[src/rtl/core/smv_pkg.sv]
// shared types, constants and saturation helpers for the 3x3 block sparse mat-vec
package smv_pkg;

  localparam int MAX_NODES = 4096;
  localparam int FRAC_BITS = 16;
  localparam int NODE_W    = 12;
  localparam int WORD_W    = 32;
  localparam int ACC_W     = 64;
  localparam int ADDR_W    = $clog2(MAX_NODES);

  // command codes; the fourth code is unused
  typedef enum logic [1:0] {
    CMD_WRITE   = 2'd0,
    CMD_BLOCK   = 2'd1,
    CMD_RESTART = 2'd2
  } cmd_e;

  typedef logic [2:0][WORD_W-1:0] vec_t;
  typedef logic [2:0][ACC_W-1:0]  acc_vec_t;

  typedef struct packed {
    logic [1:0]        cmd;
    logic [NODE_W-1:0] node;
    logic [WORD_W-1:0] v0;
    logic [WORD_W-1:0] v1;
    logic [WORD_W-1:0] v2;
    logic [WORD_W-1:0] v3;
    logic [WORD_W-1:0] v4;
    logic [WORD_W-1:0] v5;
    logic [WORD_W-1:0] v6;
    logic [WORD_W-1:0] v7;
    logic [WORD_W-1:0] v8;
    logic              last_in_row;
  } in_beat_t;

  typedef struct packed {
    logic [NODE_W-1:0] row_index;
    logic [WORD_W-1:0] res_x;
    logic [WORD_W-1:0] res_y;
    logic [WORD_W-1:0] res_z;
  } out_beat_t;

  // per-lane control from the sequencer
  typedef struct packed {
    logic       load;
    logic       add;
    logic [1:0] col;
    logic       clear;
  } lane_ctrl_t;

  // signed add clamped to the 64-bit range
  function automatic logic [ACC_W-1:0] sat_add64(input logic [ACC_W-1:0] a,
                                                 input logic [ACC_W-1:0] b);
    logic [ACC_W-1:0] s;
    s = a + b;
    if (a[ACC_W-1] == b[ACC_W-1] && s[ACC_W-1] != a[ACC_W-1]) begin
      s = a[ACC_W-1] ? {1'b1, {(ACC_W-1){1'b0}}} : {1'b0, {(ACC_W-1){1'b1}}};
    end
    return s;
  endfunction

  // clamp a 64-bit signed value to 32 bits
  function automatic logic [WORD_W-1:0] sat32(input logic [ACC_W-1:0] a);
    logic [WORD_W-1:0] r;
    if (&a[ACC_W-1:WORD_W-1] || ~|a[ACC_W-1:WORD_W-1]) begin
      r = a[WORD_W-1:0];
    end else begin
      r = a[ACC_W-1] ? {1'b1, {(WORD_W-1){1'b0}}} : {1'b0, {(WORD_W-1){1'b1}}};
    end
    return r;
  endfunction

endpackage

[src/rtl/core/smv_merge.sv]
// merges lane accumulators into a saturated result beat with an output register
module smv_merge import smv_pkg::*; (
  input  logic              clk,
  input  logic              rst,
  input  logic              load,
  input  logic [NODE_W-1:0] row_index,
  input  acc_vec_t          accs,
  output logic              free,
  output logic              result_valid,
  input  logic              result_ready,
  output out_beat_t         result
);

  assign free = !result_valid || result_ready;

  // valid flag
  always_ff @(posedge clk) begin
    if (rst) begin
      result_valid <= 1'b0;
    end else if (load) begin
      result_valid <= 1'b1;
    end else if (result_ready) begin
      result_valid <= 1'b0;
    end
  end

  // result payload
  always_ff @(posedge clk) begin
    if (load) begin
      result.row_index <= row_index;
      result.res_x     <= sat32(accs[0]);
      result.res_y     <= sat32(accs[1]);
      result.res_z     <= sat32(accs[2]);
    end
  end

endmodule

[config.mk]
export PLATFORM = sky130hd
export DESIGN_NAME = smv_merge
export DESIGN_NICKNAME = d
export VERILOG_FILES = /design/src/rtl/core/smv_pkg.sv /design/src/rtl/core/smv_merge.sv
export SDC_FILE = /design/constraint.sdc
export NUM_CORES = 1
export LEC_CHECK = 0
export ABC_CLOCK_PERIOD_IN_PS = 1900
export CAP_MARGIN = 20
export CELL_PAD_IN_SITES_DETAIL_PLACEMENT = 1
export CELL_PAD_IN_SITES_GLOBAL_PLACEMENT = 1
export CORE_AREA = 4 4 122 124
export DETAILED_ROUTE_END_ITERATION = 12
export DIE_AREA = 0 0 126 128
export DONT_BUFFER_PORTS = 1
export PLACE_DENSITY = 0.72
export SLEW_MARGIN = 10
export SYNTH_ARGS = -nofsm -noshare
export SYNTH_HDL_FRONTEND = slang
export SYNTH_SLANG_ARGS = --single-unit
[constraint.sdc]
create_clock -name clk -period 1.9 [get_ports clk]
set_input_delay 0.19 -clock clk [delete_from_list [all_inputs] [get_ports clk]]
set_output_delay 0.19 -clock clk [all_outputs]
set_load 0.02 [all_outputs]
* Yosys cells after proc, flatten, opt, wreduce, memory -nomap -nowiden
Index checks and enable logic that the tools add are counted.
Widths: inputs -> output; s select.
** Word-level totals
- Register bits after elaboration :: 109
- Bits in latches :: 0
- Bits in writable memories :: 0
- Memory bits (read-only) :: 0
- Input port bits :: 208
- Logic and storage cells :: 28
- Memories kept :: 0
** Operators by class
- $add $sub $neg :: 0
- Multipliers :: 0
- Divide/modulo/power cells :: 0
- Order comparisons :: 0
- Equal/unequal tests :: 0
- Shifts and indexed selects :: 0
- Mux-type cells :: 8
- Bitwise gates (word level) :: 0
- Reductions and logical operators :: 15
** Operators by type and width (count)
- $mux 32 :: 6
- $reduce_and 33->1 :: 3
- $reduce_or 33->1 :: 3
- $logic_not 1->1 :: 4
- $logic_or 1x1->1 :: 4
- $mux 1 :: 2
- $reduce_bool 2->1 :: 1

* Longest topological paths before layout
Gate-level depths: netlist of run 1.
- Depth in word-level cells :: 4
- Depth in mapped cells :: 6
- Depth with buffers taken out :: 5

* Worst setup path before layout of run 1
Ideal clock, no wire load.
- Path type :: in2reg
- Start point :: in accs[176] (netlist name)
- End point :: reg result[10] (netlist name), data pin
- Library setup time :: 254 ps
- Arrival time :: 1227 ps
- Required time :: 1646 ps
- Path slack :: 419 ps
- Stages :: 5
- Path through :: or3_1 -> nor3_2 -> a311oi_2 -> buf_6 -> a21o_2
** On the way
- Longest elaborated chain between the ends :: 4
- Elaborated cells between the ends (all ways) :: 5
- Those cells by class :: 1 x mux; 4 x reduce/logical
** RTL lines
- start, declared :: line smv_merge.sv:7 : input acc_vec_t accs,
- $reduce_or 33->1 :: line smv_pkg.sv:65 : if (&a[ACC_W-1:WORD_W-1] || ~|a[ACC_W-1:WORD_W-1]) begin
- $logic_not 1->1 :: line smv_pkg.sv:65
- $logic_or 1x1->1 * :: line smv_pkg.sv:65
- $mux 32 * :: line smv_pkg.sv:65
- end, declared :: line smv_merge.sv:11 : output out_beat_t result
Every way passes the cells marked *; elsewhere a longest branch is shown, timed or not.
A chain may end at the register's enable or synchronous reset.

* Worst setup path in the final report of run 1
- Start point :: in accs[42] (netlist name)
- End point :: reg result[87] (netlist name), data pin
Same word-level chain as after synthesis.

==> results of run 1 <==
[per-layer routing]
layer  wire [µm]  GRT usage, %  up-vias
met4         215         5.678        0
met3        1399         6.750       12
met1        4320         15.39     1416
met2        6941         27.76      199
li1            -             -     1264
met5           0             0        -
[worst paths after layout]
check | end | cells after the start
setup reg to reg | result_valid | 3
hold / removal | result[17] | 0
hold reg to reg | result_valid | 3
setup / recovery | result[87] | 6
[sequential cells by signal (all words and copies together), names as in the netlist]
signal and count:
result 108, result_valid 1
[through the flow]
step / setup WS, ps / hold WS, ps / setup TNS (ps)
final: 357.8 / -45.93 / 0
after floorplan: 418.6 / 259.1 / 0
after global routing: 221.2 / -77.25 / 0
after global placement: 76.09 / 259.4 / 0
after detailed placement: -14.91 / 261.3 / -52.97
after CTS: 349.5 / -66.56 / 0
[power by group]
part	internal, mW	switching (mW)
clock network	1.04	0.875
logic	0.113	0.0816
registers	2.87	0.326
[layout by cell type (no fill, tap or decap), types with 2 or more instances in the layout]
cell type,synthesis,final
edfxtp_1,108,108
a21o_1,61,61
a21o_2,32,32
nand4_1,27,27
nor4_1,21,21
dlygate4sd3_1,1,17
clkbuf_16,0,9
buf_4,0,7
nor2_1,6,6
nand2_1,3,3
nand3_1,3,3
nor3_1,3,3
or3_1,3,3
nor3_2,3,3
a31o_2,3,3
a311oi_4,0,3
nor4_4,2,2
clkinvlp_4,0,2
inv_8,0,2
buf_12,0,2
[critical path: cells and delay by family]
family,cells,cell delay (ps)
AOI/OAI and AO/OA,2,1010
buffers and inverters,1,310
and+or+nand+nor,3,240
[kinds of logic after synthesis]
kind of cell | synth area share (%)
simple gates | 9.919
compound gates | 17.04
buf+inv | 4.789
flops | 68.25
[cell type report]
type | count | area (µm²)
Multi-Input combinational cell | 173 | 1323
Fill cell | 1418 | 8389
Sequential cell | 109 | 3263
Tap cell | 180 | 225.2
Timing Repair Buffer | 26 | 262.8
Clock inverter | 7 | 81.33
Clock buffer | 9 | 225.2
Inverter | 1 | 3.754
==> qor.txt, run 1 <==
async set or reset register ratio after synthesis: 0%
placed insts: 472
Mapped Area: 4781 µm²
number of max-cap violations: 0
pin count of the biggest net entering global routing: 110
H-Tree Depth: 3
CP required: 2120 ps
min cycle time layout: 1542 ps
final WL: 12.88 mm
Slew Viols, Final: 0
postcts setup bufs: 0
Min-Delay Startpoint: load
synth cell count leaders: 108 x edfxtp_1, 61 x a21o_1, 32 x a21o_2
final instance area: 5384 µm²
post-synthesis instance total: 304
Crit. Startpoint: accs[42]
syn_nets: 512
CORE AREA: 13770 µm²
vias: 2891
count leader, synth: edfxtp_1
initial core utilization: 34.71%
Worst setup SP type: primary input
critical path peak fanout: 23
Reg-to-Reg Start: result_valid
Pre-antenna DRT Iters: 4
GRT Overall Usage: 15.25%
initial antenna violation count: 0
Total Nets Final: 528
final core occ: 39.09%
Worst Setup End Kind: flip-flop
Vert. Die Dim: 128 µm
WS Path Type: primary input to flip-flop
gpl congestion: 0.8045
Achievable Freq: 648.4 MHz
CTS max path bufs: 2
R2R setup slack: 440 ps
total power: 5.308 mW
hold_buf cts: 17
clock tree from TritonCTS: done
non-filler cells in the finished layout: 505
YS warnings: 0
post-DR wirelength/cell: 25.50 µm
CP arrival: 1760 ps
setup violators final: 0
skew final: 0 ps
DR vias/cell: 5.725
synthesized area per cell: 15.73 µm²
die area: 16130 µm²
dpl cell area: 4907 µm²
Leak: 2.070 nW
Starting DRT DRC Count: 105
Post-synth EDFFs: 108
top cells by area, synth: edfxtp_1 68%, a21o_1 9.6%, a21o_2 5.9%
number of global-route vias before repair: 3242
Hold Crit Class: primary input to flip-flop
RSZ-0062 raised after global routing: false
largest stage delay on the critical path: 900 ps
worst vdd ir: 364.2 µV
DP HPWL: 9.796 mm
Num CTS Buffers: 9
PortBufs: 0
top cell type by total area after synthesis: edfxtp_1
Final ANT Viol Nets: 0
first-pass GRT wire length: 18.54 mm
# diodes: 0
crit-path cells: nor4_1, nand4_1, nor3_2, a311oi_4, buf_4, a21o_1
chip width: 126 µm
CTS root buf: clkbuf_16
Hold Violations, Final: 76
Post-synth top flop: edfxtp_1
status: complete, but fails checks
layout cells sized above 1: 21.23%
share of the synthesized area in the top cell type: 67.84%
DRC violation count after routing: 0
violated checks: negative hold slack
Netlist cell types: 23
clk_lat worst skew: 340 ps
# clock sinks: 109
# IOs: 318
# resized after CTS: 0
row cnt: 43
Least-Margin Pin Slew: 1055 ps
final worst path period share: 81.17%
Worst-path clk slew: 70 ps
Area growth syn-to-layout: 12.61%
PD cells: 985.9 nW/µm²
slowest cell on the critical path: a311oi_4
FF+latch count, synth: 109
Fin Hold WS: -45.93 ps
Rel. slew slack: 29.65%
Seq/Total Area, Yosys: 68.25%
grt ovf: 0
Note: power is estimated with default switching activity, not from simulation.
==> run 2, diff against run 1 <==
- ABC_CLOCK_PERIOD_IN_PS: 1900 -> 1350
- CORE_AREA: 4 4 122 124 -> 4 4 121 123
- DIE_AREA: 0 0 126 128 -> 0 0 125 127
- PLACE_DENSITY: 0.72 -> 0.75
- clock period: 1.9 -> 1.35 ns (I/O delays scaled with it)
==> run 2 against run 1 <==
The flow now stops in clock tree synthesis. Synthesized area did not move. Synthesized cell count did not move.
==> qor.txt, run 2 <==
top cell type by total area after synthesis: edfxtp_1
adder-cell share of the synthesized area: 0% (unchanged)
simple-gate area share of the yosys netlist: 9.919% (unchanged)
DP HPWL: 10.02 mm (+2.3%)
Post-synth EDFFs: 108 (unchanged)
# clock sinks: 109 (unchanged)
PortBufs: 0 (unchanged)
Netlist cell types: 23 (unchanged)
postcts setup bufs: 0 (unchanged)
Fail Step: clock tree synthesis
count leader, synth: edfxtp_1
async set or reset register ratio after synthesis: 0% (unchanged)
initial core utilization: 34.98% (+0.27 points)
FF+latch count, synth: 109 (unchanged)
hold_buf cts: 101 (+84)
top cells by area, synth: edfxtp_1 68%, a21o_1 9.6%, a21o_2 5.9%
Vert. Die Dim: 127 µm (-0.78%)
row cnt: 43 (unchanged)
# IOs: 318 (unchanged)
largest family of logic cells by synthesized area: compound AO/OA/AOI/OAI gates
post-synthesis instance total: 304 (unchanged)
chip width: 125 µm (-0.79%)
gpl congestion: 0.8011 (-0.42%)
Err: [ERROR RSZ-0060] Max buffer count reached.
Seq/Total Area, Yosys: 68.25% (unchanged)
share of the synthesized area in the top cell type: 67.84% (unchanged)
pre-CTS setup slack: -299.7 ps (-284.8 ps)
Mapped Area: 4781 µm² (unchanged)
YS warnings: 0 (unchanged)
fraction of synthesized area in multiplexers: 0% (unchanged)
post-synthesis compound-gate area fraction: 17.04% (unchanged)
Post-synth top flop: edfxtp_1
Post-Synth XOR/XNOR Area: 0% (unchanged)
# resized after CTS: 0 (unchanged)
Num CTS Buffers: 9 (unchanged)
placed insts: 480 (+1.7%)
syn_nets: 512 (unchanged)
CTS root buf: clkbuf_16
status: did not finish
CTS max path bufs: 2 (unchanged)
synth cell count leaders: 108 x edfxtp_1, 61 x a21o_1, 32 x a21o_2
H-Tree Depth: 3 (unchanged)
synthesized area per cell: 15.73 µm² (unchanged)
run 2: stage by stage:
stage	hold slack, ps	TNS, ps	cell area (µm²)	util (%)
floorplan	204.1	-3970	4890	-
global placement	204.9	-18160	5126	37.51
detailed placement	212.8	-23590	5126	37.51
run 2: cell families after synthesis:
group / after synthesis
buf+inv: 22
compound gates: 100
simple gates: 73
flops: 109
==> run 3, diff against run 2 <==
- ABC_CLOCK_PERIOD_IN_PS: 1350 -> 1760
- CELL_PAD_IN_SITES_DETAIL_PLACEMENT: 1 -> not set
- CELL_PAD_IN_SITES_GLOBAL_PLACEMENT: 1 -> not set
- PLACE_DENSITY: 0.75 -> not set
- PLACE_DENSITY_LB_ADDON: not set -> 0.15
- clock period: 1.35 -> 1.76 ns (I/O delays scaled with it)
==> run 3 against run 2 <==
The flow now finishes, with violations (negative hold slack).
==> qor.txt, run 3 (same netlist as run 1, synthesis figures left out) <==
post-DR wirelength/cell: 20.87 µm
PD cells: 928.9 nW/µm²
leading cell type in the layout, fill and taps excluded: edfxtp_1
violated checks: negative hold slack
postcts setup bufs: 0 (unchanged)
sw frac: 25.42%
Starting DRT DRC Count: 164
initial core utilization: 34.98% (unchanged)
pin count of the biggest net entering global routing: 110
clock share of power: 34.6%
Final ANT Viol Nets: 0
number of global-route vias before repair: 3407
DR vias/cell: 5.305
status: complete, but fails checks
biggest regs: result (108), result_valid (1)
final worst path period share: 83.36%
die area: 15880 µm²
initial antenna violation count: 0
DRC violation count after routing: 0
chip width: 125 µm (unchanged)
grt ovf: 0
Final WS setup: 292.9 ps
# IOs: 318 (unchanged)
Leak: 2.461 nW
Worst setup SP type: flip-flop
Worst Setup End Kind: flip-flop
CP required: 2060 ps
Least-Margin Pin Slew: 412.7 ps
GRT Overall Usage: 15.07%
worst vdd ir: 489.9 µV
share of power burned in registers: 59.1%
Achievable Freq: 681.6 MHz
WS Path Type: flip-flop to flip-flop
Pre-antenna DRT Iters: 6
fillers: 1211
row cnt: 43 (unchanged)
max FFs per register: 108
crit-path cells: nand2b_1, a21oi_1, dlygate4sd3_1
Total Nets Final: 616
Num CTS Buffers: 9 (unchanged)
clk_lat worst skew: 350 ps
critical path peak fanout: 2
Slew Viols, Final: 0
first-pass GRT wire length: 18.44 mm
H-Tree Depth: 3 (unchanged)
final core occ: 46.03%
skew final: 0 ps
total power: 5.842 mW
Worst-path clk slew: 80 ps
Hold Violations, Final: 17
CORE AREA: 13670 µm²
slowest cell on the critical path: dlygate4sd3_1
layout cells sized above 1: 18.16%
number of max-cap violations: 0
min cycle time layout: 1467 ps
largest stage delay on the critical path: 550 ps
pre-CTS setup slack: 7.011 ps (+306.7 ps)
Fin Hold WS: -42.69 ps
setup violators final: 0
DP HPWL: 8.764 mm (-13%)
vias: 3146
Final TNS setup: 0 ps
clock tree from TritonCTS: done
Rel. slew slack: 72.28%
CP arrival: 1770 ps
Psw: 1.485 mW
# clock sinks: 109 (unchanged)
CTS max path bufs: 2 (unchanged)
RSZ-0062 raised after global routing: false
commonest non-fill, non-tap cells in the layout: 108 x edfxtp_1, 99 x dlygate4sd3_1, 61 x a21o_1, 32 x a21o_2, 27 x nand4_1
Hold Crit Class: primary input to flip-flop
crit path buf inv count: 1
CTS root buf: clkbuf_16
PortBufs: 0 (unchanged)
gpl congestion: 0.8283 (+3.4%)
Largest Register: result
Logic pwr share: 6.3%
final WL: 12.38 mm
Int Pwr: 4.357 mW
# diodes: 0
Area growth syn-to-layout: 31.56%
family with the most delay on the worst path: buffers and inverters
Vert. Die Dim: 127 µm (unchanged)
-- run 3: worst paths after layout --
kind	start	endpoint	slack, ps	cells past startpoint
min	load	result[14]	-40	0
min reg2reg	result_valid	result_valid	1310	3
max reg2reg	result_valid	result_valid	290	3
max	result_valid	result_valid	290	3
-- run 3: stage by stage --
stage | instances | instance area (µm²) | hold slack, ps
floorplan | 304 | 4781 | 245.1
global placement | 478 | 5002 | 246.9
detailed placement | 478 | 5002 | 251.2
CTS | 592 | 6280 | -78.95
global route | 593 | 6290 | -75.46
finish | 593 | 6290 | -42.69
-- run 3: power groups by stage --
stage | clock [mW] | sequential (mW) | combinational, mW
after floorplan | 0 | 3.46 | 0.165
after global placement | 0 | 3.52 | 0.177
after detailed placement | 0 | 3.51 | 0.185
after CTS | 2.11 | 3.46 | 0.369
after global routing | 2.20 | 3.47 | 0.403
final | 2.02 | 3.45 | 0.369
-- run 3: timing repair --
action	4_1_cts	5_1_grt
hold buffers	98	1
hold endpoints to repair	205	109
resized for setup	0	0
-- run 3: area by class of cell --
class	instances	area (µm²)	area share, %
inverter	1	3.754	0.05968
clock inverter	7	71.32	1.134
multi-input combinational	173	1323	21.03
clock buffer	9	225.2	3.581
timing repair buffer	114	1179	18.74
tap	180	225.2	3.581
sequential	109	3263	51.88
-- run 3: metal layers --
layer | up-vias | part of all wire, % | global-route usage [%]
met5 | - | 0 | 0
met4 | 0 | 3.5 | 8.227
met3 | 26 | 9.9 | 6.647
met2 | 183 | 52 | 26.07
met1 | 1485 | 35 | 15.35
li1 | 1452 | - | -
